$ cat config.mk
export PLATFORM = sky130hd
export DESIGN_NAME = shd_queue
export DESIGN_NICKNAME = d
export VERILOG_FILES = /design/src/sv/shd_pkg.sv /design/src/sv/shd_queue.sv
export SDC_FILE = /design/constraint.sdc
export NUM_CORES = 1
export LEC_CHECK = 0
export BUFFER_PORTS_ARGS = -buffer_cell sky130_fd_sc_hd__buf_2
export CORE_MARGIN = 3
export CORE_UTILIZATION = 35
export DETAILED_ROUTE_END_ITERATION = 16
export GPL_TIMING_DRIVEN = 0
export PLACE_DENSITY = 0.63
export SLEW_MARGIN = 10
export SYNTH_ARGS = -nofsm -noshare
export SYNTH_HDL_FRONTEND = slang
export SYNTH_SLANG_ARGS = --single-unit
$ cat constraint.sdc
create_clock -name clk -period 3 [get_ports clk]
set_input_delay 0.15 -clock clk [delete_from_list [all_inputs] [get_ports clk]]
set_output_delay 0.15 -clock clk [all_outputs]
set_load 0.03 [all_outputs]
$ cat src/sv/shd_pkg.sv
// ----------------------------------------------------------------------------
// Sample-and-hold downsampler package
// Widths, constants, shared types and saturation helpers.
// ----------------------------------------------------------------------------
package shd_pkg;

  // Sample and item field widths.
  localparam int SAMPLE_WIDTH = 24;
  localparam int FREQ_WIDTH   = 32;
  localparam int RECIP_WIDTH  = 40;
  localparam int RECIP_SPLIT  = 20;

  // Phase accumulator, signed Q3.29.
  localparam int PHASE_WIDTH = 32;
  localparam int FRAC        = 29;
  localparam logic signed [PHASE_WIDTH-1:0] PHASE_ONE = 32'sh2000_0000;
  localparam logic signed [PHASE_WIDTH-1:0] PHASE_MAX = 32'sh7fff_ffff;
  localparam logic signed [PHASE_WIDTH-1:0] PHASE_MIN = 32'sh8000_0000;

  // Step magnitude: product of freq (Q20.12) and recip_rate (2^-50) moved to Q29.
  localparam int STEP_SHIFT     = 33;
  localparam int STEP_MAG_WIDTH = FRAC + 1;
  localparam logic [STEP_MAG_WIDTH-1:0] STEP_ONE = 30'h2000_0000;

  // Interpolation product split.
  localparam int DIFF_WIDTH = SAMPLE_WIDTH + 1;
  localparam int MAG_WIDTH  = PHASE_WIDTH;
  localparam int M_SPLIT    = 16;

  // Queues between front and back, and at the output.
  localparam int MID_DEPTH = 4;
  localparam int MID_AW    = $clog2(MID_DEPTH);
  localparam int MID_CW    = $clog2(MID_DEPTH + 1) + 1;
  localparam int OUT_DEPTH = 8;
  localparam int OUT_AW    = $clog2(OUT_DEPTH);
  localparam int OUT_CW    = $clog2(OUT_DEPTH + 1);

  // Configuration port.
  localparam int ADDR_WIDTH  = 4;
  localparam int DATA_WIDTH  = 64;
  localparam int REG_SEL_BIT = 3;
  localparam logic [RECIP_WIDTH-1:0] RECIP_RESET = 40'd25530610133;

  typedef enum logic {
    REG_RECIP_RATE  = 1'b0,
    REG_INTERPOLATE = 1'b1
  } shd_reg_t;

  typedef logic [MID_CW-1:0] mid_cnt_t;
  typedef logic [OUT_CW-1:0] out_cnt_t;

  // Item passed from the front to the back through the middle queue.
  typedef struct packed {
    logic signed [SAMPLE_WIDTH-1:0] sample;
    logic                           neg;
    logic [STEP_MAG_WIDTH-1:0]      step_mag;
  } shd_mid_t;

  // Middle queue status seen by both sides.
  typedef struct packed {
    logic     empty;
    mid_cnt_t count;
  } shd_qstat_t;

  // Clamp a one-bit-wider phase value to the 32-bit signed range.
  function automatic logic signed [PHASE_WIDTH-1:0] sat_phase(
    input logic signed [PHASE_WIDTH:0] v
  );
    logic signed [PHASE_WIDTH-1:0] r;
    if (v[PHASE_WIDTH] != v[PHASE_WIDTH-1]) begin
      r = v[PHASE_WIDTH] ? PHASE_MIN : PHASE_MAX;
    end else begin
      r = v[PHASE_WIDTH-1:0];
    end
    return r;
  endfunction

endpackage

$ cat src/sv/shd_queue.sv
// ----------------------------------------------------------------------------
// Middle item queue
// Short first-in first-out store between the step front end and the back end.
// ----------------------------------------------------------------------------
module shd_queue (
  input  logic                 clk,
  input  logic                 rst,
  input  logic                 wr_en,
  input  shd_pkg::shd_mid_t    wr_item,
  input  logic                 rd_en,
  output shd_pkg::shd_mid_t    rd_item,
  output shd_pkg::shd_qstat_t  qstat
);

  shd_pkg::shd_mid_t            mem [shd_pkg::MID_DEPTH];
  logic [shd_pkg::MID_AW-1:0]   wr_ptr;
  logic [shd_pkg::MID_AW-1:0]   rd_ptr;
  shd_pkg::mid_cnt_t            count;

  always_ff @(posedge clk) begin
    if (wr_en) begin
      mem[wr_ptr] <= wr_item;
    end
  end

  always_ff @(posedge clk) begin
    if (rst) begin
      wr_ptr <= '0;
      rd_ptr <= '0;
      count  <= '0;
    end else begin
      if (wr_en) begin
        wr_ptr <= wr_ptr + 1'b1;
      end
      if (rd_en) begin
        rd_ptr <= rd_ptr + 1'b1;
      end
      count <= count + shd_pkg::mid_cnt_t'(wr_en) - shd_pkg::mid_cnt_t'(rd_en);
    end
  end

  assign rd_item     = mem[rd_ptr];
  assign qstat.empty = (count == '0);
  assign qstat.count = count;

endmodule

* After elaboration in Yosys (flattened, before gate mapping)
Memory sizes are Yosys's and may differ from the RTL's. A register that Yosys moved wholly into a read port is not among the register bits.
Index checks and enable logic that the tools add are counted.
** Word-level totals
- Register bits after elaboration :: 8
- Memory bits (writable) :: 220
- Bits of input ports :: 59
- Output and inout port bits :: 60
- Logic and storage cells :: 13
- Memories :: 1
** Cells by class
- Add/subtract/negate cells :: 4
- Muxes and demuxes :: 4
- Reductions and logical operators :: 1
** Memories
- mem :: depth 4, bits a word 55, rd ports 1, clocked after memory_dff 1, wr ports 1, RTL line shd_queue.sv:15 : shd_pkg::shd_mid_t mem [shd_pkg::MID_DEPTH];
** Operator list (number)
- adder 2 x 1 -> 2 bit, second input constant :: 2
- adder 4 x 1 -> 4 bit :: 1
- zero test 4 bit :: 1
- 2-to-1 mux 2 bit :: 2
- subtractor 4 x 1 -> 4 bit :: 1
- 2-to-1 mux 1 bit :: 2

* Depth between registers and ports, before layout
- Word-level depth :: 3
- Gate-level depth with buffers :: 8
- Depth with buffers taken out :: 8

* Worst setup path after synthesis
No wires, ideal clock.
- Kind :: register -> register
- From :: reg wr_ptr[0] (netlist bit)
- To :: mem mem[2][0] (netlist bit), enable pin
- Library setup time :: 0.418 ns
- Data arrival time :: 1.846 ns
- Required time :: 2.582 ns
- Setup slack :: 0.735 ns
- Stages on the path, launching flop included :: 4
- Buffers on the path :: 0
- Period minus slack after synthesis :: 2.265 ns
- Cell sequence :: dfxtp_1 > inv_1 > ha_1 > and2_1
** RTL lines
- from (decl) :: RTL line shd_queue.sv:16 : logic [shd_pkg::MID_AW-1:0] wr_ptr;
- from (signal assigned) :: RTL line shd_queue.sv:33 : wr_ptr <= wr_ptr + 1'b1;
- to (decl) :: RTL line shd_queue.sv:15
Straight into the memory's write port.

==> metrics.log <==
[metrics] Fill cells: 2056
[metrics] area fraction in compound gates after synthesis: 0.00220
[metrics] post-synthesis share of cell area spent on and, or, nand and nor gates: 0.00969
[metrics] YS warnings: 0
[metrics] cell area after synthesis: 8520 sq um
[metrics] final RePlAce weighted congestion: 0.723
[metrics] die area: between 20000 and 30000 sq um
[metrics] top area cells in the synthesized netlist: sky130_fd_sc_hd__edfxtp_1, sky130_fd_sc_hd__mux4_2, sky130_fd_sc_hd__dfxtp_1, sky130_fd_sc_hd__mux4_1, sky130_fd_sc_hd__ha_1
[metrics] number of nets in the finished design: 614
[metrics] overall via count from detail_route: 4119
[metrics] multi-input gate area in the final layout: 1550 sq um
[metrics] post-synthesis cell count: 342
[metrics] skew final: 0.00811 ns
[metrics] number of setup buffers added after CTS: 0
[metrics] Storage cell area: 6810 sq um
[metrics] grt ovf: 0
[metrics] DRC violation count after routing: 0
[metrics] final-report hold violation count: 0
[metrics] Worst Path Buf+Inv: 3
[metrics] Crit Path Class: reg -> out
[metrics] post-synthesis xor/xnor area fraction: 0.00411
[metrics] proportion of synthesized area in mux cells: 0.149
[metrics] number of slew-limit violations in the final report: 0
[metrics] clock slew seen by the registers of the worst setup and hold paths: about 0.06 ns
[metrics] Die Span X: 162 um
[metrics] Initial DRT Pass Iterations: 4
[metrics] kind of capture point of the worst setup path: output port
[metrics] diodes inserted: 0
[metrics] later-pin clock latency in the skew report: ~0.5 ns
[metrics] cell with the largest stage delay on the worst path: sky130_fd_sc_hd__mux4_2
[metrics] post-synthesis cell type with the largest combined area: sky130_fd_sc_hd__edfxtp_1
[metrics] maximum number of pins on one net before global-route repair: 36
[metrics] arrival time at the worst endpoint: 1.98 ns
[metrics] instance area after placement: between 9000 and 10000 sq um
[metrics] unrepaired setup endpoints after global routing: false
[metrics] category of cells accounting for the largest share of critical-path delay: buffers and inverters
[metrics] leakage power of the design: 3.78 nW
[metrics] worst-path maximum fanout: 10
[metrics] CP max stage delay: 0.36 ns
[metrics] signed area change from the synthesized netlist to the final layout: 28.6%
[metrics] Slew @ Worst Pin: 0.426 ns
[metrics] power density over the cells: 706 nW/um^2
[metrics] number of distinct library cells after synthesis: 24
[metrics] vias in the first global route: 4579
[metrics] count of input and output buffers: between 100 and 150
[metrics] post-synth top area share: 0.775
[metrics] root buffer cell: sky130_fd_sc_hd__clkbuf_16
[metrics] required time at the worst-slack endpoint: 2.85 ns
[metrics] HPWL reported at the end of detailed placement: 9.74 mm
[metrics] share of the core filled with cells in the final layout: 0.463
[metrics] leading post-synthesis cells by instance count: sky130_fd_sc_hd__edfxtp_1, sky130_fd_sc_hd__mux4_2, sky130_fd_sc_hd__dfxtp_1, sky130_fd_sc_hd__ha_1, sky130_fd_sc_hd__inv_1
[metrics] library cell appearing most often on the critical path: sky130_fd_sc_hd__buf_2
[metrics] Core Footprint: about 24000 sq um
[metrics] max-cap violation count: 0
[metrics] worst slew slack as a fraction of its limit: 0.716
[metrics] per-instance average area after synthesis: roughly 25 sq um
[metrics] via count normalized by instance count: 4.68
[metrics] register bit count reported by yosys: 230
[metrics] asr flop ratio synth: 0
[metrics] number of buffers between clock root and the deepest sink: 3
[metrics] final clock period utilization by the worst path: 0.711
[metrics] TritonCTS clock tree: built
[metrics] Initial Utilization: 0.360
[metrics] Antenna Violating Nets Remaining: 0
[metrics] most common cell in the netlist: sky130_fd_sc_hd__edfxtp_1
[metrics] kind of start point of the critical path: flop
[metrics] WL per Instance: about 18 um
[metrics] post_cts resized: 0
[metrics] dominant combinational cell family by area after synthesis: multiplexers
[metrics] global router's overall resource usage: 0.120
[metrics] status: finished clean
[metrics] number of flops mapped to enable cells by yosys: 220
[metrics] worst hold-check path type: in -> reg
[metrics] share of final-layout standard cells stronger than drive strength 1: 0.403
[metrics] shortest clock period the worst path allows after layout: 2.13 ns
[metrics] count of clock tree sinks: 230
[metrics] part of the Yosys area used for sequential elements: 0.799
[metrics] post-route standard cell area excluding fillers: approximately 11000 sq um
[metrics] maximum operating frequency: between 0.4 and 0.5 GHz
[metrics] CTS H-tree depth: 1
[metrics] Syn Nets: 411
[metrics] final setup vio count: 0
[metrics] global-route wire length before repair: about 25 mm
[metrics] Inserted Clock Buffers: 23
[metrics] initial antenna violation count: 0
[metrics] primary flip-flop cell chosen by synthesis mapping: sky130_fd_sc_hd__edfxtp_1
[metrics] sum of routed wire length over all layers: 15.5 mm
[metrics] I/O Pins: about 120
[metrics] highest ir drop seen on vdd: between 500 and 600 uV
[metrics] CP cell instances: clkbuf_2 > buf_2 > mux4_2 > buf_2
[metrics] vertical die dimension: 162 um
[metrics] row count: 56
[metrics] adder-cell share of the synthesized area: 0.0156
[metrics] initial drt markers: 129
routing by layer:
layer	track usage	vias to the layer above	wire [um]
li1	-	1856	-
met1	0.155	2126	6400
met2	0.205	103	7970
met3	0.0247	34	789
met4	0.0411	0	386
met5	0	-	0
logic make-up after synthesis:
group / count (synthesis)
AOI/OAI and AO/OA: 3
xor gates and xnor gates: 4
adders and majority gates: 10
buffers and inverters: 22
DFF: 230
muxes: 56
and+or+nand+nor: 17
cell usage in the layout, fill, tap and decap left out, types with 2 or more instances in the layout:
cell,netlist,routed
sky130_fd_sc_hd__edfxtp_1,220,220
sky130_fd_sc_hd__buf_2,5,122
sky130_fd_sc_hd__dlygate4sd3_1,0,57
sky130_fd_sc_hd__mux4_2,50,50
sky130_fd_sc_hd__clkbuf_16,0,23
sky130_fd_sc_hd__dfxtp_1,10,10
sky130_fd_sc_hd__inv_1,9,9
sky130_fd_sc_hd__ha_1,9,9
sky130_fd_sc_hd__nor2_1,8,8
sky130_fd_sc_hd__buf_12,5,7
sky130_fd_sc_hd__clkinvlp_4,0,6
sky130_fd_sc_hd__mux4_1,5,5
sky130_fd_sc_hd__and2_4,0,4
sky130_fd_sc_hd__bufinv_16,0,4
sky130_fd_sc_hd__clkinv_2,0,4
sky130_fd_sc_hd__clkinv_1,0,3
sky130_fd_sc_hd__xnor2_1,2,2
sky130_fd_sc_hd__xor2_1,2,2
sky130_fd_sc_hd__a21oi_1,2,2
sky130_fd_sc_hd__buf_16,0,2
flip-flops by register name, indices dropped and copies added, names as in the netlist, named ones only:
register and flops:
rd_ptr 2, mem 220, wr_ptr 2, count 4
area by class of cell:
cell class,count,share of cell area
multi-input combinational,90,0.141
sequential,230,0.621
tap,319,0.0364
clock buffer,23,0.0525
clock inverter,18,0.0187
inverter,9,0.00308
buffer,13,0.0132
timing repair buffer,178,0.114
stage by stage:
step / power [mW] / instances / setup slack [ns] / hold WS [ns] / setup TNS (ns)
floorplan: 4.54 / 342 / 0.735 / 0.249 / 0
detailed placement: 4.89 / 782 / 1.33 / 0.366 / 0
finish: 7.74 / 880 / 0.866 / 0.0215 / 0
CTS: 7.87 / 880 / 0.778 / 0.000348 / 0
global placement: 4.84 / 778 / -0.385 / 0.361 / -81.20
global route: 8.07 / 880 / 0.737 / 0.0175 / 0
worst paths after layout:
check                                   end  depth (start not counted)      start  slack [ns]
worst min-delay path               count[1]                          2        rst        0.02
worst max-delay path            rd_item[34]                          4       flop        0.87
worst max register to register     count[2]                          8   count[0]        1.36
worst min register to register    rd_ptr[1]                          2  rd_ptr[1]        0.53
report_power, final:
part           total [mW]  switching [mW]  internal (mW)
clock                2.89            1.14           1.75
combinational        1.11           0.664          0.449
sequential           3.74          0.0444           3.69
total                7.74            1.84           5.89
what timing repair did:
action	in CTS	in global routing
setup endpoints to repair	0	0
hold buffers	57	0
endpoints found under the hold margin	223	0
No activity file was read; power rests on OpenSTA's default activity.
