===== src/sv/shd_pkg.sv =====
// ----------------------------------------------------------------------------
// Sample-and-hold downsampler package
// Widths, constants, shared types and saturation helpers.
// ----------------------------------------------------------------------------
package shd_pkg;

  // Sample and item field widths.
  localparam int SAMPLE_WIDTH = 24;
  localparam int FREQ_WIDTH   = 32;
  localparam int RECIP_WIDTH  = 40;
  localparam int RECIP_SPLIT  = 20;

  // Phase accumulator, signed Q3.29.
  localparam int PHASE_WIDTH = 32;
  localparam int FRAC        = 29;
  localparam logic signed [PHASE_WIDTH-1:0] PHASE_ONE = 32'sh2000_0000;
  localparam logic signed [PHASE_WIDTH-1:0] PHASE_MAX = 32'sh7fff_ffff;
  localparam logic signed [PHASE_WIDTH-1:0] PHASE_MIN = 32'sh8000_0000;

  // Step magnitude: product of freq (Q20.12) and recip_rate (2^-50) moved to Q29.
  localparam int STEP_SHIFT     = 33;
  localparam int STEP_MAG_WIDTH = FRAC + 1;
  localparam logic [STEP_MAG_WIDTH-1:0] STEP_ONE = 30'h2000_0000;

  // Interpolation product split.
  localparam int DIFF_WIDTH = SAMPLE_WIDTH + 1;
  localparam int MAG_WIDTH  = PHASE_WIDTH;
  localparam int M_SPLIT    = 16;

  // Queues between front and back, and at the output.
  localparam int MID_DEPTH = 4;
  localparam int MID_AW    = $clog2(MID_DEPTH);
  localparam int MID_CW    = $clog2(MID_DEPTH + 1) + 1;
  localparam int OUT_DEPTH = 8;
  localparam int OUT_AW    = $clog2(OUT_DEPTH);
  localparam int OUT_CW    = $clog2(OUT_DEPTH + 1);

  // Configuration port.
  localparam int ADDR_WIDTH  = 4;
  localparam int DATA_WIDTH  = 64;
  localparam int REG_SEL_BIT = 3;
  localparam logic [RECIP_WIDTH-1:0] RECIP_RESET = 40'd25530610133;

  typedef enum logic {
    REG_RECIP_RATE  = 1'b0,
    REG_INTERPOLATE = 1'b1
  } shd_reg_t;

  typedef logic [MID_CW-1:0] mid_cnt_t;
  typedef logic [OUT_CW-1:0] out_cnt_t;

  // Item passed from the front to the back through the middle queue.
  typedef struct packed {
    logic signed [SAMPLE_WIDTH-1:0] sample;
    logic                           neg;
    logic [STEP_MAG_WIDTH-1:0]      step_mag;
  } shd_mid_t;

  // Middle queue status seen by both sides.
  typedef struct packed {
    logic     empty;
    mid_cnt_t count;
  } shd_qstat_t;

  // Clamp a one-bit-wider phase value to the 32-bit signed range.
  function automatic logic signed [PHASE_WIDTH-1:0] sat_phase(
    input logic signed [PHASE_WIDTH:0] v
  );
    logic signed [PHASE_WIDTH-1:0] r;
    if (v[PHASE_WIDTH] != v[PHASE_WIDTH-1]) begin
      r = v[PHASE_WIDTH] ? PHASE_MIN : PHASE_MAX;
    end else begin
      r = v[PHASE_WIDTH-1:0];
    end
    return r;
  endfunction

endpackage


===== src/sv/shd_front.sv =====
// ----------------------------------------------------------------------------
// Step front end
// Accepts items and works out the clipped step magnitude in two stages.
// ----------------------------------------------------------------------------
module shd_front (
  input  logic                                     clk,
  input  logic                                     rst,
  input  logic                                     accept,
  input  logic signed [shd_pkg::SAMPLE_WIDTH-1:0]  sample,
  input  logic signed [shd_pkg::FREQ_WIDTH-1:0]    freq,
  input  logic [shd_pkg::RECIP_WIDTH-1:0]          recip_rate,
  input  shd_pkg::shd_qstat_t                      qstat,
  output logic                                     full,
  output logic                                     wr_en,
  output shd_pkg::shd_mid_t                        wr_item
);

  localparam int PartW = shd_pkg::FREQ_WIDTH + shd_pkg::RECIP_SPLIT;
  localparam int SumW  = shd_pkg::FREQ_WIDTH + shd_pkg::RECIP_WIDTH;

  typedef logic [PartW-1:0] part_t;
  typedef logic [SumW-1:0]  sum_t;

  logic [shd_pkg::FREQ_WIDTH-1:0]         mag;
  part_t                                  prod_hi;
  part_t                                  prod_lo;
  shd_pkg::mid_cnt_t                      fill;

  logic                                   v1;
  logic signed [shd_pkg::SAMPLE_WIDTH-1:0] s1_sample;
  logic                                   s1_neg;
  part_t                                  s1_hi;
  part_t                                  s1_lo;

  sum_t                                   acc;
  sum_t                                   shifted;
  logic [shd_pkg::STEP_MAG_WIDTH-1:0]     step_mag;

  logic                                   v2;
  shd_pkg::shd_mid_t                      s2_item;

  // Stage 1: magnitude of freq times both halves of recip_rate.
  always_comb begin
    mag = freq[shd_pkg::FREQ_WIDTH-1] ? (~$unsigned(freq) + 1'b1) : $unsigned(freq);
    prod_hi = part_t'(mag)
            * part_t'(recip_rate[shd_pkg::RECIP_WIDTH-1:shd_pkg::RECIP_SPLIT]);
    prod_lo = part_t'(mag) * part_t'(recip_rate[shd_pkg::RECIP_SPLIT-1:0]);
  end

  // Stage 2: join the partial products, scale to Q29 and clip at 1.0.
  always_comb begin
    acc     = (sum_t'(s1_hi) << shd_pkg::RECIP_SPLIT) + sum_t'(s1_lo);
    shifted = acc >> shd_pkg::STEP_SHIFT;
    if (shifted > sum_t'(shd_pkg::STEP_ONE)) begin
      step_mag = shd_pkg::STEP_ONE;
    end else begin
      step_mag = shifted[shd_pkg::STEP_MAG_WIDTH-1:0];
    end
  end

  always_ff @(posedge clk) begin
    s1_sample <= sample;
    s1_neg    <= freq[shd_pkg::FREQ_WIDTH-1];
    s1_hi     <= prod_hi;
    s1_lo     <= prod_lo;
    s2_item.sample   <= s1_sample;
    s2_item.neg      <= s1_neg;
    s2_item.step_mag <= step_mag;
  end

  always_ff @(posedge clk) begin
    if (rst) begin
      v1 <= 1'b0;
      v2 <= 1'b0;
    end else begin
      v1 <= accept;
      v2 <= v1;
    end
  end

  // Every item in flight here already owns a slot in the middle queue.
  assign fill    = qstat.count + shd_pkg::mid_cnt_t'(v1) + shd_pkg::mid_cnt_t'(v2);
  assign full    = (fill >= shd_pkg::mid_cnt_t'(shd_pkg::MID_DEPTH));
  assign wr_en   = v2;
  assign wr_item = s2_item;

endmodule


===== config.mk =====
export PLATFORM = sky130hd
export DESIGN_NAME = shd_front
export DESIGN_NICKNAME = d
export VERILOG_FILES = /design/src/sv/shd_pkg.sv /design/src/sv/shd_front.sv
export SDC_FILE = /design/constraint.sdc
export NUM_CORES = 2
export LEC_CHECK = 0
export BUFFER_PORTS_ARGS = -buffer_cell sky130_fd_sc_hd__buf_2
export CORE_ASPECT_RATIO = 1.25
export CORE_MARGIN = 5
export CORE_UTILIZATION = 46
export CTS_BUF_LIST = sky130_fd_sc_hd__clkbuf_2 sky130_fd_sc_hd__clkbuf_4 sky130_fd_sc_hd__clkbuf_8
export DETAILED_ROUTE_END_ITERATION = 16
export SLEW_MARGIN = 20
export SYNTH_ARGS = -nofsm -noshare
export SYNTH_HDL_FRONTEND = slang
export SYNTH_SLANG_ARGS = --single-unit

===== constraint.sdc =====
create_clock -name clk -period 12.6 [get_ports clk]
set_input_delay 3.15 -clock clk [delete_from_list [all_inputs] [get_ports clk]]
set_output_delay 3.15 -clock clk [all_outputs]
set_load 0.01 [all_outputs]

# Word level (Yosys, flattened, before mapping)
# Cells that the tools add are included.
# W data, S select, Z words.
[op_classes]
n_addsub = 4
n_bitwise = 1
mux = 1
order_cmp = 2
mul = 2
[ops]
columns = ["op", "n"]
rows = [
  ["$mul A32 B20 Y52", 2],
  ["$add A72 B52 Y72", 1],
  ["$gt A39 B30 Y1 const B", 1],
  ["$add A32 B1 Y32 const B", 1],
  ["$mux W32", 1],
  ["$not A32 Y32", 1],
  ["$add A4 B1 Y4", 2],
  ["$ge A4 B3 Y1 const B", 1],
]
[totals]
reg_bits = 186
elab_cells = 19

# Depth between registers and ports, before layout
[depth]
word_depth = 4
depth_mapped = 36
mapped_depth_nobuf = 35

# Worst setup path after synthesis
# Ideal clock, no wire load.
[synth_timing]
kind = "input to register"
start = "input port freq[6] (netlist name)"
end = "register s1_lo[45]"
required_time_ps = 12528
arrival_time_ps = 11308
stages = 32
setup_time_ps = 72
path_slack_ps = 1220
path_cell_list = "or4_1 or3_1 or2_1 inv_2 nand2_1 or3_1 o31ai_1 xnor2_1 clkbuf_1 nand2_1 fa_1 fa_1 fa_1 inv_1 fa_1 fa_1 fa_1 inv_1 fa_1 inv_1 ha_1 a21oi_1 o21ai_0 a21oi_1 o21ai_0 a31oi_1 a21boi_0 nor2_1 o221ai_1 a21o_1 a221oi_1 xnor2_1"
[synth_via]
elab_chain_len = 4
[synth_rtl]
columns = ["item", "line", "source"]
rows = [
  ["start, declared", "shd_front.sv:10", "input logic signed [shd_pkg::FREQ_WIDTH-1:0] freq,"],
  ["$not A32 Y32", "shd_front.sv:44", "mag = freq[shd_pkg::FREQ_WIDTH-1] ? (~$unsigned(freq) + 1'b1) : $unsigned(freq);"],
  ["$add A32 B1 Y32", "shd_front.sv:44", ""],
  ["$mux W32 *", "shd_front.sv:44", ""],
  ["$mul A32 B20 Y52 *", "shd_front.sv:47", "prod_lo = part_t'(mag) * part_t'(recip_rate[shd_pkg::RECIP_SPLIT-1:0]);"],
  ["via prod_lo[45]", "shd_front.sv:26", "part_t prod_lo;"],
  ["end signal, assigned", "shd_front.sv:65", "s1_lo <= prod_lo;"],
  ["end, declared", "shd_front.sv:33", "part_t s1_lo;"],
]
# The timed path passes the listed nets; every way through them passes the cells marked *.
# A chain may end at the register's enable or synchronous reset.

# Final worst setup path
[layout_timing]
start = "input port freq[0] (netlist name)"
end = "register s1_lo[47]"
# Same word-level chain as after synthesis.

==> impl_results.md <==
- Primary FF master, synth: sky130_fd_sc_hd__dfxtp_1
- Average footprint of a synthesized cell: 9.08 sq um
- Antenna violations before repair: 4
- Core Rows: 130
- Instance count of the mapped netlist: 5117
- Final hold violation count: 0
- Via density per instance: 5.20
- Clock tree from TritonCTS: done
- Starting density of the core: 0.463
- Via count of the first global-routing pass: 37300
- Vias after detailed routing: 34000
- Estimated wirelength of the detail-placed design: 100000 um
- Critical register-to-register path startpoint: s1_lo[31]$_DFF_P_
- Crit path capture type: flip-flop
- CTS H-tree depth: 4
- Register area share after synthesis: 0.0716
- Number of design rule violations left after detail routing: 0
- Max Cap Viol: 0
- Destination of the worst hold path: wr_item[44]$_DFF_P_
- Die Span Y: 365 um
- Overall routed net length: 125000 um
- Worst Min Path Start: s1_sample[13]$_DFF_P_
- CP Data Required Time: 12.97 ns
- Count of cells along the worst register-to-register path: 12
- Post-detailed-route wirelength per cell: 19.1 um
- Clock tree root buffer cell: sky130_fd_sc_hd__clkbuf_8
- Placement-stage cell area: 49700 sq um
- Async set or reset register ratio after synthesis: 0
- Number of flops mapped to enable cells by yosys: 0
- Hold_buf cts: 0
- Area inside the core boundary: 100000 sq um
- Internal reg-to-reg setup slack: 8.20 ns
- Net count after synthesis: 6647
- Clock Sink Count: 166
- Post-route fraction of the period consumed by the critical path: 0.959
- Post-CTS sizing: 0
- Final count of negative-setup-slack endpoints: 0
- Number of iterations in the first detailed-routing pass: 6
- Maximum number of pins on one net before global-route repair: 41
- Post-synthesis cell type count: 76
- TritonCTS buffer count: 17
- Number of warning messages in the yosys log: 0
- Setup repair after global routing missed its margin: no
- Endpoint arrival time on the critical path: 12.46 ns
- Place WS: -0.0733 ns
- Final RePlAce weighted congestion: 0.862
- Most repeated library cell on the critical path: sky130_fd_sc_hd__fa_1
- Number of instances on the worst hold path: 0
- Post-Syn Area: 46400 sq um
- Final Non-Filler Cells: 6540
- Slowest stage delay, CP: 0.56 ns
- Critical Path Source Type: input pin
- Status: completed
- Insertion delay to the later sink of the worst-skew pair: 0.54 ns
- Clock transition at path regs: 0.09 ns
- Final-report max-slew violation count: 0
- Detailed router's first-iteration violation count: 1744
- Global-route usage over all layers: 0.240
- Worst slew slack as a fraction of its limit: 0.269
- Actual slew at the worst max-slew pin: 1.09 ns
- Buffers inserted during post-CTS setup optimization: 0
- Share of cells above drive strength 1: 0.0880
- Worst hold path class: flip-flop to flip-flop
- Area growth from synthesis to layout: 8.11%
- Die width: 294 um
- Slowest cell on the critical path: sky130_fd_sc_hd__fa_1
- FMAX: 0.0828 GHz
- Critical Setup Path Class: input pin to flip-flop
- Area of the die: 107000 sq um
- Terminus of the critical flop-to-flop path: wr_item[20]$_SDFF_PN0_
- Synthesized flop and latch total: 166
- # fillers: 9614
- Post-route clock skew: 0.0229 ns
- Most frequent cells in the layout: 1160 x sky130_fd_sc_hd__inv_1, 1071 x sky130_fd_sc_hd__fa_1, 701 x sky130_fd_sc_hd__nand2_1
- Antenna-violating nets left: 0
- I/O Buffers: 159
- Maximum fanout count along the critical path: 9
- Inst Count DP: 6506
- Most common library cell in the layout ignoring fill and taps: sky130_fd_sc_hd__inv_1
- Total gr overflow: 0
- Cell area after layout: 50200 sq um
- Maximum count of clock buffers along a single path: 2
- Period minus WS final: 12.08 ns
- Ports placed on the boundary: 161
- First-pass GRT wire length: 202000 um
- Final layout net count: 6735
- Setup slack of the critical path after layout: 0.515 ns
## registers in the layout, indices dropped and copies added (netlist names)
name,count
s1_hi,52
s1_lo,32
wr_en,1
v1,1
wr_item,55
s1_sample,24
s1_neg,1
## Yosys cell counts, types with 48 or more instances
cell                          n  share of area
sky130_fd_sc_hd__inv_1     1160          0.094
sky130_fd_sc_hd__fa_1      1071           0.46
sky130_fd_sc_hd__nand2_1    701          0.057
sky130_fd_sc_hd__and2_1     669          0.090
sky130_fd_sc_hd__ha_1       355          0.096
sky130_fd_sc_hd__clkbuf_1   268          0.022
sky130_fd_sc_hd__dfxtp_1    166          0.072
sky130_fd_sc_hd__xnor2_1    100          0.019
sky130_fd_sc_hd__a21oi_1     98          0.011
sky130_fd_sc_hd__a21o_1      64          0.010
sky130_fd_sc_hd__nor2_1      58         0.0047
sky130_fd_sc_hd__o21ai_0     48         0.0052
## worst max-delay path by stage
stage / from / to / depth (start not counted)
3_3_place_gp: freq[0] / s1_hi[51]$_DFF_P_ / 38
6_report: freq[0] / s1_lo[47]$_DFF_P_ / 36
3_5_place_dp: freq[0] / s1_lo[47]$_DFF_P_ / 37
4_1_cts: freq[0] / s1_lo[47]$_DFF_P_ / 37
5_1_grt: freq[0] / s1_lo[47]$_DFF_P_ / 36
2_1_floorplan: freq[6] / s1_lo[45]$_DFF_P_ / 32
## layout make-up
| cell class | instances | area [sq um] | share of cell area |
|---|---|---|---|
| Multi-Input combinational cell | 3517 | 38000 | 0.757 |
| Inverter | 1161 | 4360 | 0.0868 |
| Sequential cell | 166 | 3320 | 0.0662 |
| Timing Repair Buffer | 342 | 2410 | 0.0479 |
| Tap cell | 1320 | 1650 | 0.0329 |
| Clock buffer | 18 | 248 | 0.00493 |
| Clock inverter | 14 | 204 | 0.00406 |
| Antenna cell | 2 | 5.00 | 0.0000997 |
## worst max-delay path: cells and delay by family
kind | cells | cell delay, ns
AOI/OAI and AO/OA | 5 | 1.08
buffers and inverters | 9 | 0.93
xor gates and xnor gates | 2 | 0.78
adders and majority gates | 9 | 3.99
and+or+nand+nor | 11 | 2.46
## through the flow
step	TNS, ns	hold slack, ns	utilization
finish	0	0.334	0.500
global route	0	0.343	0.500
CTS	0	0.335	0.500
detailed placement	-0.269	0.312	0.495
global placement	-0.125	0.310	0.495
floorplan	0	0.310	-
## cells by family (layout without fill, tap and decap cells)
group,after synthesis,in the layout,share of synthesized area
compound gates,359,359,0.0530
xor+xnor,138,138,0.0260
fa+ha+maj,1426,1426,0.557
buf+inv,1434,1535,0.116
flops,166,166,0.0716
mux,2,2,0.000485
other cells,0,2,0
simple gates,1592,1592,0.175
## layer usage
| metal | global-route usage | wire (um) | vias up |
|---|---|---|---|
| li1 | - | - | 15200 |
| met1 | 0.293 | 49100 | 17800 |
| met2 | 0.434 | 64500 | 718 |
| met3 | 0.0251 | 4730 | 263 |
| met4 | 0.102 | 6540 | 0 |
| met5 | 0 | 0 | - |
Power is left out: the tool's default activity adds up to more than one toggle a clock period on the data nets, which glitch-free logic cannot reach.
