`src/sv/shd_pkg.sv`:
```
// ----------------------------------------------------------------------------
// Sample-and-hold downsampler package
// Widths, constants, shared types and saturation helpers.
// ----------------------------------------------------------------------------
package shd_pkg;

  // Sample and item field widths.
  localparam int SAMPLE_WIDTH = 24;
  localparam int FREQ_WIDTH   = 32;
  localparam int RECIP_WIDTH  = 40;
  localparam int RECIP_SPLIT  = 20;

  // Phase accumulator, signed Q3.29.
  localparam int PHASE_WIDTH = 32;
  localparam int FRAC        = 29;
  localparam logic signed [PHASE_WIDTH-1:0] PHASE_ONE = 32'sh2000_0000;
  localparam logic signed [PHASE_WIDTH-1:0] PHASE_MAX = 32'sh7fff_ffff;
  localparam logic signed [PHASE_WIDTH-1:0] PHASE_MIN = 32'sh8000_0000;

  // Step magnitude: product of freq (Q20.12) and recip_rate (2^-50) moved to Q29.
  localparam int STEP_SHIFT     = 33;
  localparam int STEP_MAG_WIDTH = FRAC + 1;
  localparam logic [STEP_MAG_WIDTH-1:0] STEP_ONE = 30'h2000_0000;

  // Interpolation product split.
  localparam int DIFF_WIDTH = SAMPLE_WIDTH + 1;
  localparam int MAG_WIDTH  = PHASE_WIDTH;
  localparam int M_SPLIT    = 16;

  // Queues between front and back, and at the output.
  localparam int MID_DEPTH = 4;
  localparam int MID_AW    = $clog2(MID_DEPTH);
  localparam int MID_CW    = $clog2(MID_DEPTH + 1) + 1;
  localparam int OUT_DEPTH = 8;
  localparam int OUT_AW    = $clog2(OUT_DEPTH);
  localparam int OUT_CW    = $clog2(OUT_DEPTH + 1);

  // Configuration port.
  localparam int ADDR_WIDTH  = 4;
  localparam int DATA_WIDTH  = 64;
  localparam int REG_SEL_BIT = 3;
  localparam logic [RECIP_WIDTH-1:0] RECIP_RESET = 40'd25530610133;

  typedef enum logic {
    REG_RECIP_RATE  = 1'b0,
    REG_INTERPOLATE = 1'b1
  } shd_reg_t;

  typedef logic [MID_CW-1:0] mid_cnt_t;
  typedef logic [OUT_CW-1:0] out_cnt_t;

  // Item passed from the front to the back through the middle queue.
  typedef struct packed {
    logic signed [SAMPLE_WIDTH-1:0] sample;
    logic                           neg;
    logic [STEP_MAG_WIDTH-1:0]      step_mag;
  } shd_mid_t;

  // Middle queue status seen by both sides.
  typedef struct packed {
    logic     empty;
    mid_cnt_t count;
  } shd_qstat_t;

  // Clamp a one-bit-wider phase value to the 32-bit signed range.
  function automatic logic signed [PHASE_WIDTH-1:0] sat_phase(
    input logic signed [PHASE_WIDTH:0] v
  );
    logic signed [PHASE_WIDTH-1:0] r;
    if (v[PHASE_WIDTH] != v[PHASE_WIDTH-1]) begin
      r = v[PHASE_WIDTH] ? PHASE_MIN : PHASE_MAX;
    end else begin
      r = v[PHASE_WIDTH-1:0];
    end
    return r;
  endfunction

endpackage

```
`src/sv/shd_back.sv`:
```
// ----------------------------------------------------------------------------
// Hold back end
// Phase update, sample capture, interpolation pipeline and result queue.
// ----------------------------------------------------------------------------
module shd_back (
  input  logic                                     clk,
  input  logic                                     rst,
  input  logic                                     interpolate,
  input  shd_pkg::shd_qstat_t                      qstat,
  input  shd_pkg::shd_mid_t                        rd_item,
  output logic                                     rd_en,
  input  logic                                     pop,
  output logic                                     empty,
  output logic signed [shd_pkg::SAMPLE_WIDTH-1:0]  out_sample
);

  localparam int SW    = shd_pkg::SAMPLE_WIDTH;
  localparam int PW    = shd_pkg::PHASE_WIDTH;
  localparam int ProdW = shd_pkg::DIFF_WIDTH + shd_pkg::M_SPLIT;
  localparam int WideW = shd_pkg::DIFF_WIDTH + shd_pkg::MAG_WIDTH;
  localparam int QW    = WideW - shd_pkg::FRAC;
  localparam int YW    = QW + 2;

  typedef logic signed [PW:0]    ph_wide_t;
  typedef logic signed [SW:0]    diff_t;
  typedef logic [ProdW-1:0]      prod_t;
  typedef logic [WideW-1:0]      wide_t;
  typedef logic [QW-1:0]         q_t;
  typedef logic signed [YW-1:0]  y_t;

  localparam y_t SMAX_Y = {{(YW-SW+1){1'b0}}, {(SW-1){1'b1}}};
  localparam y_t SMIN_Y = ~SMAX_Y;

  // Architectural state.
  logic signed [PW-1:0]  phase;
  logic signed [SW-1:0]  held_sample;
  logic signed [SW-1:0]  older_sample;

  // State update terms.
  logic                  trig;
  ph_wide_t              ph_w;
  ph_wide_t              one_w;
  ph_wide_t              moved_sum;
  logic signed [PW-1:0]  moved;
  ph_wide_t              moved_w;
  ph_wide_t              step_w;
  ph_wide_t              adv;
  logic signed [PW-1:0]  phase_next;
  logic signed [SW-1:0]  held_next;
  logic signed [SW-1:0]  older_next;
  diff_t                 diff;
  diff_t                 diff_neg;
  ph_wide_t              m_w;
  ph_wide_t              m_neg;
  logic [SW:0]           dmag;
  logic [PW-1:0]         mmag;

  // Interpolation pipeline.
  logic                  vb1;
  logic                  vb2;
  logic                  vb3;
  logic [SW:0]           b1_dmag;
  logic [PW-1:0]         b1_mmag;
  logic                  b1_pneg;
  logic                  b1_interp;
  logic signed [SW-1:0]  b1_held;
  logic signed [SW-1:0]  b1_older;
  prod_t                 b2_hi;
  prod_t                 b2_lo;
  logic                  b2_pneg;
  logic                  b2_interp;
  logic signed [SW-1:0]  b2_held;
  logic signed [SW-1:0]  b2_older;
  q_t                    b3_q;
  logic                  b3_pneg;
  logic                  b3_interp;
  logic signed [SW-1:0]  b3_held;
  logic signed [SW-1:0]  b3_older;
  wide_t                 wide_sum;
  y_t                    q_ext;
  y_t                    y_sum;
  logic signed [SW-1:0]  y_sat;
  logic signed [SW-1:0]  y_out;

  // Result queue.
  logic signed [SW-1:0]         omem [shd_pkg::OUT_DEPTH];
  logic [shd_pkg::OUT_AW-1:0]   owr_ptr;
  logic [shd_pkg::OUT_AW-1:0]   ord_ptr;
  shd_pkg::out_cnt_t            ocount;
  shd_pkg::out_cnt_t            ofill;
  logic                         opop;

  // Take an item only when the result queue has room for it and all
  // items still in the interpolation pipeline.
  assign ofill = ocount + shd_pkg::out_cnt_t'(vb1) + shd_pkg::out_cnt_t'(vb2)
               + shd_pkg::out_cnt_t'(vb3);
  assign rd_en = !qstat.empty && (ofill < shd_pkg::out_cnt_t'(shd_pkg::OUT_DEPTH));

  // Trigger test on the old phase, phase move, then the step.
  always_comb begin
    trig      = (phase >= shd_pkg::PHASE_ONE) || phase[PW-1] || (phase == '0);
    ph_w      = {phase[PW-1], phase};
    one_w     = {1'b0, shd_pkg::PHASE_ONE};
    moved_sum = rd_item.neg ? (ph_w + one_w) : (ph_w - one_w);
    moved     = trig ? shd_pkg::sat_phase(moved_sum) : phase;
    moved_w   = {moved[PW-1], moved};
    step_w    = {{(PW+1-shd_pkg::STEP_MAG_WIDTH){1'b0}}, rd_item.step_mag};
    adv       = rd_item.neg ? (moved_w - step_w) : (moved_w + step_w);
    phase_next = shd_pkg::sat_phase(adv);

    held_next  = trig ? rd_item.sample : held_sample;
    older_next = trig ? held_sample : older_sample;

    diff     = {held_next[SW-1], held_next} - {older_next[SW-1], older_next};
    diff_neg = -diff;
    dmag     = diff[SW] ? diff_neg : diff;
    m_w      = one_w - moved_w;
    m_neg    = -m_w;
    mmag     = m_w[PW] ? m_neg[PW-1:0] : m_w[PW-1:0];
  end

  always_ff @(posedge clk) begin
    if (rst) begin
      phase        <= shd_pkg::PHASE_ONE;
      held_sample  <= '0;
      older_sample <= '0;
    end else if (rd_en) begin
      phase        <= phase_next;
      held_sample  <= held_next;
      older_sample <= older_next;
    end
  end

  // Result sum: older plus the signed, truncated product term.
  always_comb begin
    wide_sum = (wide_t'(b2_hi) << shd_pkg::M_SPLIT) + wide_t'(b2_lo);
    q_ext    = {2'b00, b3_q};
    y_sum    = {{(YW-SW){b3_older[SW-1]}}, b3_older} + (b3_pneg ? -q_ext : q_ext);
    if (y_sum > SMAX_Y) begin
      y_sat = SMAX_Y[SW-1:0];
    end else if (y_sum < SMIN_Y) begin
      y_sat = SMIN_Y[SW-1:0];
    end else begin
      y_sat = y_sum[SW-1:0];
    end
    y_out = b3_interp ? y_sat : b3_held;
  end

  always_ff @(posedge clk) begin
    b1_dmag   <= dmag;
    b1_mmag   <= mmag;
    b1_pneg   <= diff[SW] ^ m_w[PW];
    b1_interp <= rd_item.neg && interpolate;
    b1_held   <= held_next;
    b1_older  <= older_next;

    b2_hi     <= prod_t'(b1_dmag) * prod_t'(b1_mmag[PW-1:shd_pkg::M_SPLIT]);
    b2_lo     <= prod_t'(b1_dmag) * prod_t'(b1_mmag[shd_pkg::M_SPLIT-1:0]);
    b2_pneg   <= b1_pneg;
    b2_interp <= b1_interp;
    b2_held   <= b1_held;
    b2_older  <= b1_older;

    b3_q      <= wide_sum[WideW-1:shd_pkg::FRAC];
    b3_pneg   <= b2_pneg;
    b3_interp <= b2_interp;
    b3_held   <= b2_held;
    b3_older  <= b2_older;
  end

  always_ff @(posedge clk) begin
    if (rst) begin
      vb1 <= 1'b0;
      vb2 <= 1'b0;
      vb3 <= 1'b0;
    end else begin
      vb1 <= rd_en;
      vb2 <= vb1;
      vb3 <= vb2;
    end
  end

  // Result queue, show-ahead read.
  assign opop = pop && !empty;

  always_ff @(posedge clk) begin
    if (vb3) begin
      omem[owr_ptr] <= y_out;
    end
  end

  always_ff @(posedge clk) begin
    if (rst) begin
      owr_ptr <= '0;
      ord_ptr <= '0;
      ocount  <= '0;
    end else begin
      if (vb3) begin
        owr_ptr <= owr_ptr + 1'b1;
      end
      if (opop) begin
        ord_ptr <= ord_ptr + 1'b1;
      end
      ocount <= ocount + shd_pkg::out_cnt_t'(vb3) - shd_pkg::out_cnt_t'(opop);
    end
  end

  assign empty      = (ocount == '0);
  assign out_sample = omem[ord_ptr];

endmodule

```
`config.mk`:
```
export PLATFORM = sky130hd
export DESIGN_NAME = shd_back
export DESIGN_NICKNAME = d
export VERILOG_FILES = /design/src/sv/shd_pkg.sv /design/src/sv/shd_back.sv
export SDC_FILE = /design/constraint.sdc
export NUM_CORES = 2
export LEC_CHECK = 0
export ABC_AREA = 1
export BUFFER_PORTS_ARGS = -buffer_cell sky130_fd_sc_hd__buf_4
export CORE_UTILIZATION = 45
export DETAILED_ROUTE_END_ITERATION = 6
export PLACE_DENSITY_LB_ADDON = 0.3
export SETUP_SLACK_MARGIN = 0.5
export SYNTH_ARGS = -nofsm -noshare
export SYNTH_HDL_FRONTEND = slang
export SYNTH_SLANG_ARGS = --single-unit
```
`constraint.sdc`:
```
create_clock -name clk -period 8.7 [get_ports clk]
set_input_delay 0.87 -clock clk [delete_from_list [all_inputs] [get_ports clk]]
set_output_delay 0.87 -clock clk [all_outputs]
set_load 0.02 [all_outputs]
```
==> Yosys cells after proc, flatten, opt, wreduce, memory -nomap -nowiden <==
Memory sizes are Yosys's and may differ from the RTL's. A register that Yosys moved wholly into a read port is not among the register bits.
Index checks and enable logic that the tools add are counted.
{ "op_classes": {"addsub": 18, "multipliers": 2, "div_mod_pow": 0, "n_lt_le_gt_ge": 4, "n_eq_ne": 2, "n_shift": 0, "n_mux": 19, "n_bitwise": 1, "n_reduce_logical": 9} }
{ "op_table": {"columns": ["cell", "count"], "rows": [
  ["32-bit two-way mux", 6],
  ["24-bit two-way mux", 6],
  ["25-bit by 16-bit multiplier with 41-bit output", 2],
  ["33-bit two-way mux", 2],
  ["57-bit by 41-bit adder with 57-bit output", 1],
  ["32-bit by 31-bit adder with 33-bit output", 1],
  ["32-bit by 31-bit adder with 33-bit output, second input constant", 1],
  ["31-bit by 32-bit subtractor with 33-bit output, first input constant", 1],
  ["32-bit by 31-bit subtractor with 33-bit output", 1],
  ["32-bit by 31-bit subtractor with 33-bit output, second input constant", 1],
  ["32-bit by 31-bit >= comparator with 1-bit output, second input constant", 1],
  ["32-bit logical NOT", 1],
  ["32-bit negator", 1],
  ["30-bit adder", 1],
  ["30-bit by 24-bit greater-than comparator with 1-bit output, second input constant", 1],
  ["30-bit by 24-bit less-than comparator with 1-bit output, second input constant", 1],
  ["30-bit two-way mux", 1],
  ["28-bit negator with 30-bit output", 1],
  ["25-bit negator", 1],
  ["24-bit by 24-bit subtractor with 25-bit output", 1],
  ["4-bit by 1-bit adder with 4-bit output", 4],
  ["3-bit by 1-bit adder with 3-bit output, second input constant", 2],
  ["3-bit two-way mux", 2],
  ["4-bit logical NOT", 1],
  ["other kinds (8)", 14]
]} }
{ "word_totals": {"ff_bits": 410, "latchBits": 0, "ramBits": 192, "mem_bits_ro": 0, "input_bits": 64, "out_inout_bits": 26, "n_memories": 1} }
{ "memory_table": {"columns": ["memory", "depth", "word_bits", "read_ports", "rd_clocked_by_memory_dff", "wr", "line", "text"], "rows": [
  ["omem", 8, 24, 1, 1, 1, "shd_back.sv:86", "logic signed [SW-1:0] omem [shd_pkg::OUT_DEPTH];"]
]} }

==> Depth between registers and ports, before layout <==
{ "depth": {"word_depth": 9, "mapped_depth": 34} }

==> Worst setup path after synthesis <==
OpenSTA, ideal clock, no wires.
{ "synth_timing": {"path_kind": "reg-to-reg", "start": "register b1_mmag[17]", "end": "register b2_hi[37]", "arrival_ns": 5.902, "t_required_ns": 8.577, "path_slack_ns": 2.675, "stages_incl_launch_ff": 28, "n_path_buf": 2, "period_less_slack_ns": 6.025, "cell_sequence": "dfxtp_1 > clkbuf_1 > clkbuf_1 > nand2_1 > fa_1 > inv_1 > fa_1 > inv_1 > fa_1 > inv_1 > fa_1 > fa_1 > inv_1 > fa_1 > inv_1 > ha_1 > nand2_1 > nor2_1 > nand2_1 > o21ai_0 > a21oi_1 > o21ai_0 > nand2_1 > nand2_1 > a21oi_1 > o21ai_0 > a21oi_1 > xor2_1"} }
{ "synth_between": {"elab_chain_cells": 1} }
{ "synth_lines": {"columns": ["element", "line", "text"], "rows": [
  ["start: declaration", "shd_back.sv:63", "logic [PW-1:0] b1_mmag;"],
  ["start signal: assignment", "shd_back.sv:151", "b1_mmag <= mmag;"],
  ["25-bit by 16-bit multiplier with 41-bit output", "shd_back.sv:157", "b2_hi <= prod_t'(b1_dmag) * prod_t'(b1_mmag[PW-1:shd_pkg::M_SPLIT]);"],
  ["end signal: assignment", "shd_back.sv:157", null],
  ["end: declaration", "shd_back.sv:68", "prod_t b2_hi;"]
]} }
No other way between the ends.
A chain may end at the register's enable or synchronous reset.

==> Worst setup path in the final report <==
{ "layout_timing": {"start": "register b1_dmag[6]", "end": "register b2_hi[39]"} }
{ "layout_between": {"elab_chain_cells": 1} }
{ "layout_lines": {"columns": ["element", "line", "text"], "rows": [
  ["start: declaration", "shd_back.sv:62", "logic [SW:0] b1_dmag;"],
  ["start signal: assignment", "shd_back.sv:150", "b1_dmag <= dmag;"],
  ["25-bit by 16-bit multiplier with 41-bit output", "shd_back.sv:157", null]
]} }
No other way between the ends.

==> results.cfg <==
[clock_network]
clockBufferDepth = 3
path_clk_slew_ps = 60
htreeDepth = 2
cts_tree = built
postCtsResizedCells = 0
cts_root_buffer = clkbuf_16
clock_sinks = 589
hold_buffers = 0
post_cts_buffers = 0
cts_inserted_buffers = 61
clock_latency_ps = 670

[placed_design]
hpwl_um = 111200
gp_congestion = 0.9331
port_buffers = 85

[critical_path]
crit_family = adder cells
crit_fanout = 17
startpoint_type = flip-flop
critPathCaptureType = flip-flop
worstSetupPathType = flip-flop to flip-flop
slowest_stage = dfxtp_1
slowest_delay_ps = 1030
critical_path_cell_count = 27
worstRegToRegCells = 27
r2r_slack_ps = 1420
crit_buf_inv = 6
cp.arrival_ps = 7810
cp.required_ps = 9230
cpMostUsedCell = fa_1

[die]
dieWidth_um = 349.3
start_util_pct = 45.29
io_pins = 90
die_height_um = 349.3
core_area_um2 = 119800
die_area_um2 = 122000
row_count = 127

[timing]
fin_skew_ps = 62.84
relSlewSlack_pct = 16.44
setup-violations-final = 0
fin_crit_ps = 7283
drv_slew = 0
fin_tns_setup_ps = 0
period_share_pct = 83.71
finalHoldViolations = 0
fmax_mhz = 137.3
tightest_slew_ps = 1253
rsz0062_at_grt = no

[drt]
wl_per_cell_um = 16.80
drt-pass1-iter-count = 6
drc = 0
post_drt_via_cell_ratio = 5.042
num_vias = 42640
drtIter0Drc = 2792
ant_nets = 0
wirelength_um = 142100

[logic_synthesis]
synth_top_area_share_pct = 23.76
ys_types = 60
synth_nets = 7882
synth_area_leaders = fa_1 24%, dfxtp_1 15%, edfxtp_1 11%, inv_1 11%, nand2_1 10%
synthCells = 6827
yosysSeqAreaShare_pct = 25.27
synth-async-reset-ratio_pct = 0
synth_seq_cells = 589
dominantRegCellSynth = dfxtp_1
synth_area_leader_cell = fa_1
synth_edf_count = 192
syn_area_per_cell_um2 = 7.949
syn_area_um2 = 54270
ys_warn_count = 0

[grt]
grt_usage_pct = 23.77
grt_pass1_vias = 43220
grt_max_degree = 97
grt_pass1_wl_um = 229500
antenna_found_initial = 4
gr-total-overflow = 0

[layout]
finalNetCount = 7850
drive_gt1_share_pct = 5.551
area_growth_pct = 8.042
n_antenna_cell = 0

[job]
cap_violations = 0

[run_status]
status = finished, final reports clean

[min_path]
hp-class = flip-flop to flip-flop
hold_depth = 0
sequential cells by signal (all words and copies together) (netlist names), 25 cells and up, named ones only:
register,flops
b1_dmag,25
b2_lo,25
omem,192
b3_q,28
b1_mmag,32
phase,32
b2_hi,41
synthesized netlist by cell type, types with 34 or more instances:
cell type / instances
a21oi_1: 348
a31oi_1: 53
clkbuf_1: 243
dfxtp_1: 397
edfxtp_1: 192
fa_1: 644
ha_1: 347
inv_1: 1524
nand2_1: 1514
nand3_1: 101
nand4_1: 34
nor2_1: 492
nor3_1: 52
o21ai_0: 360
xnor2_1: 77
xor2_1: 195
through the flow:
| step | hold WS [ps] | area, um2 | util [%] | setup WS, ps | cells |
|---|---|---|---|---|---|
| finish | 302.9 | 58630 | 48.93 | 1417 | 8457 |
| global route | 318.5 | 58630 | 48.93 | 967.4 | 8457 |
| CTS | 311.1 | 58630 | 48.93 | 1461 | 8457 |
| detailed placement | 312.1 | 56560 | 47.21 | 1478 | 8344 |
| global placement | 310.1 | 56560 | 47.21 | 1512 | 8344 |
| floorplan | 309.6 | 54270 | - | 2675 | 6827 |
layer usage:
metal | up-vias | wire length [um] | global-route usage, %
met4 | 2 | 3490 | 6.400
met3 | 197 | 9142 | 3.380
met5 | - | 13 | 0
li1 | 20650 | - | -
met2 | 1183 | 67710 | 40.28
met1 | 20610 | 61690 | 31.65
worst paths after layout:
check                                         from            endpoint
worst max-delay path            b1_dmag[6]$_DFF_P_   b2_hi[39]$_DFF_P_
worst min-delay path            b1_held[6]$_DFF_P_  b2_held[6]$_DFF_P_
worst max register to register  b1_dmag[6]$_DFF_P_   b2_hi[39]$_DFF_P_
worst min register to register  b1_held[6]$_DFF_P_  b2_held[6]$_DFF_P_
worst reg2reg max path, stage by stage (launching register included):
cell      delay [ps]
dfxtp_1         1030
buf_4            440
nand2_1          130
fa_1             590
inv_1             60
fa_1             380
inv_1            100
fa_1             420
inv_1            100
fa_1             410
fa_1             490
inv_1             50
fa_1             520
inv_1             50
ha_1             340
a21oi_1          230
o21ai_0          120
a21boi_0         170
o21ai_0          100
a21oi_1          280
o21ai_0          220
nand2_1          110
nand2_1           90
a21oi_1          210
o21ai_0          200
nand2_1          100
nand3_1           90
xor2_1           150
layout by cell type (no fill, tap or decap), drive strengths merged, types with 2 or more instances in the layout:
master / Yosys / final
o22ai: 24 / 24
a21boi: 11 / 11
dfxtp: 397 / 397
o211ai: 13 / 13
nand2: 1549 / 1549
nor4: 13 / 13
nand3: 108 / 108
a211oi: 5 / 5
o221a: 4 / 4
bufinv: 0 / 2
clkinvlp: 0 / 4
buf: 26 / 174
clkinv: 1 / 18
inv: 1531 / 1538
or2: 7 / 7
a221oi: 3 / 3
o21ai: 373 / 373
a41oi: 2 / 2
xor2: 197 / 197
o31ai: 7 / 7
a31o: 2 / 2
fa: 644 / 644
a21oi: 350 / 350
nand4: 34 / 34
a21o: 11 / 11
ha: 347 / 347
nor2: 513 / 513
o21bai: 8 / 8
xnor2: 77 / 77
a31oi: 53 / 53
clkbuf: 243 / 83
edfxtp: 192 / 192
o21a: 11 / 11
nor3: 52 / 52
o221ai: 8 / 8
nand3b: 5 / 5
area by class of cell:
class                           count  area, um2
Fill cell                       11690      61180
Tap cell                         1612       2017
Clock buffer                       83       1753
Inverter                         1532       5756
Clock inverter                     30      315.3
Timing Repair Buffer              174       1306
Sequential cell                   589      13720
Multi-Input combinational cell   4437      33760
logic make-up after synthesis:
family | after synthesis | share of synthesized area (%)
xor gates and xnor gates | 274 | 4.450
and+or+nand+nor | 2284 | 17.00
adders and majority gates | 991 | 31.76
AOI/OAI and AO/OA | 888 | 8.912
DFF | 589 | 25.27
buffers and inverters | 1801 | 12.61
Power is not shown: default switching activity piles up to over one toggle a cycle in this logic, so the estimate is an artifact.
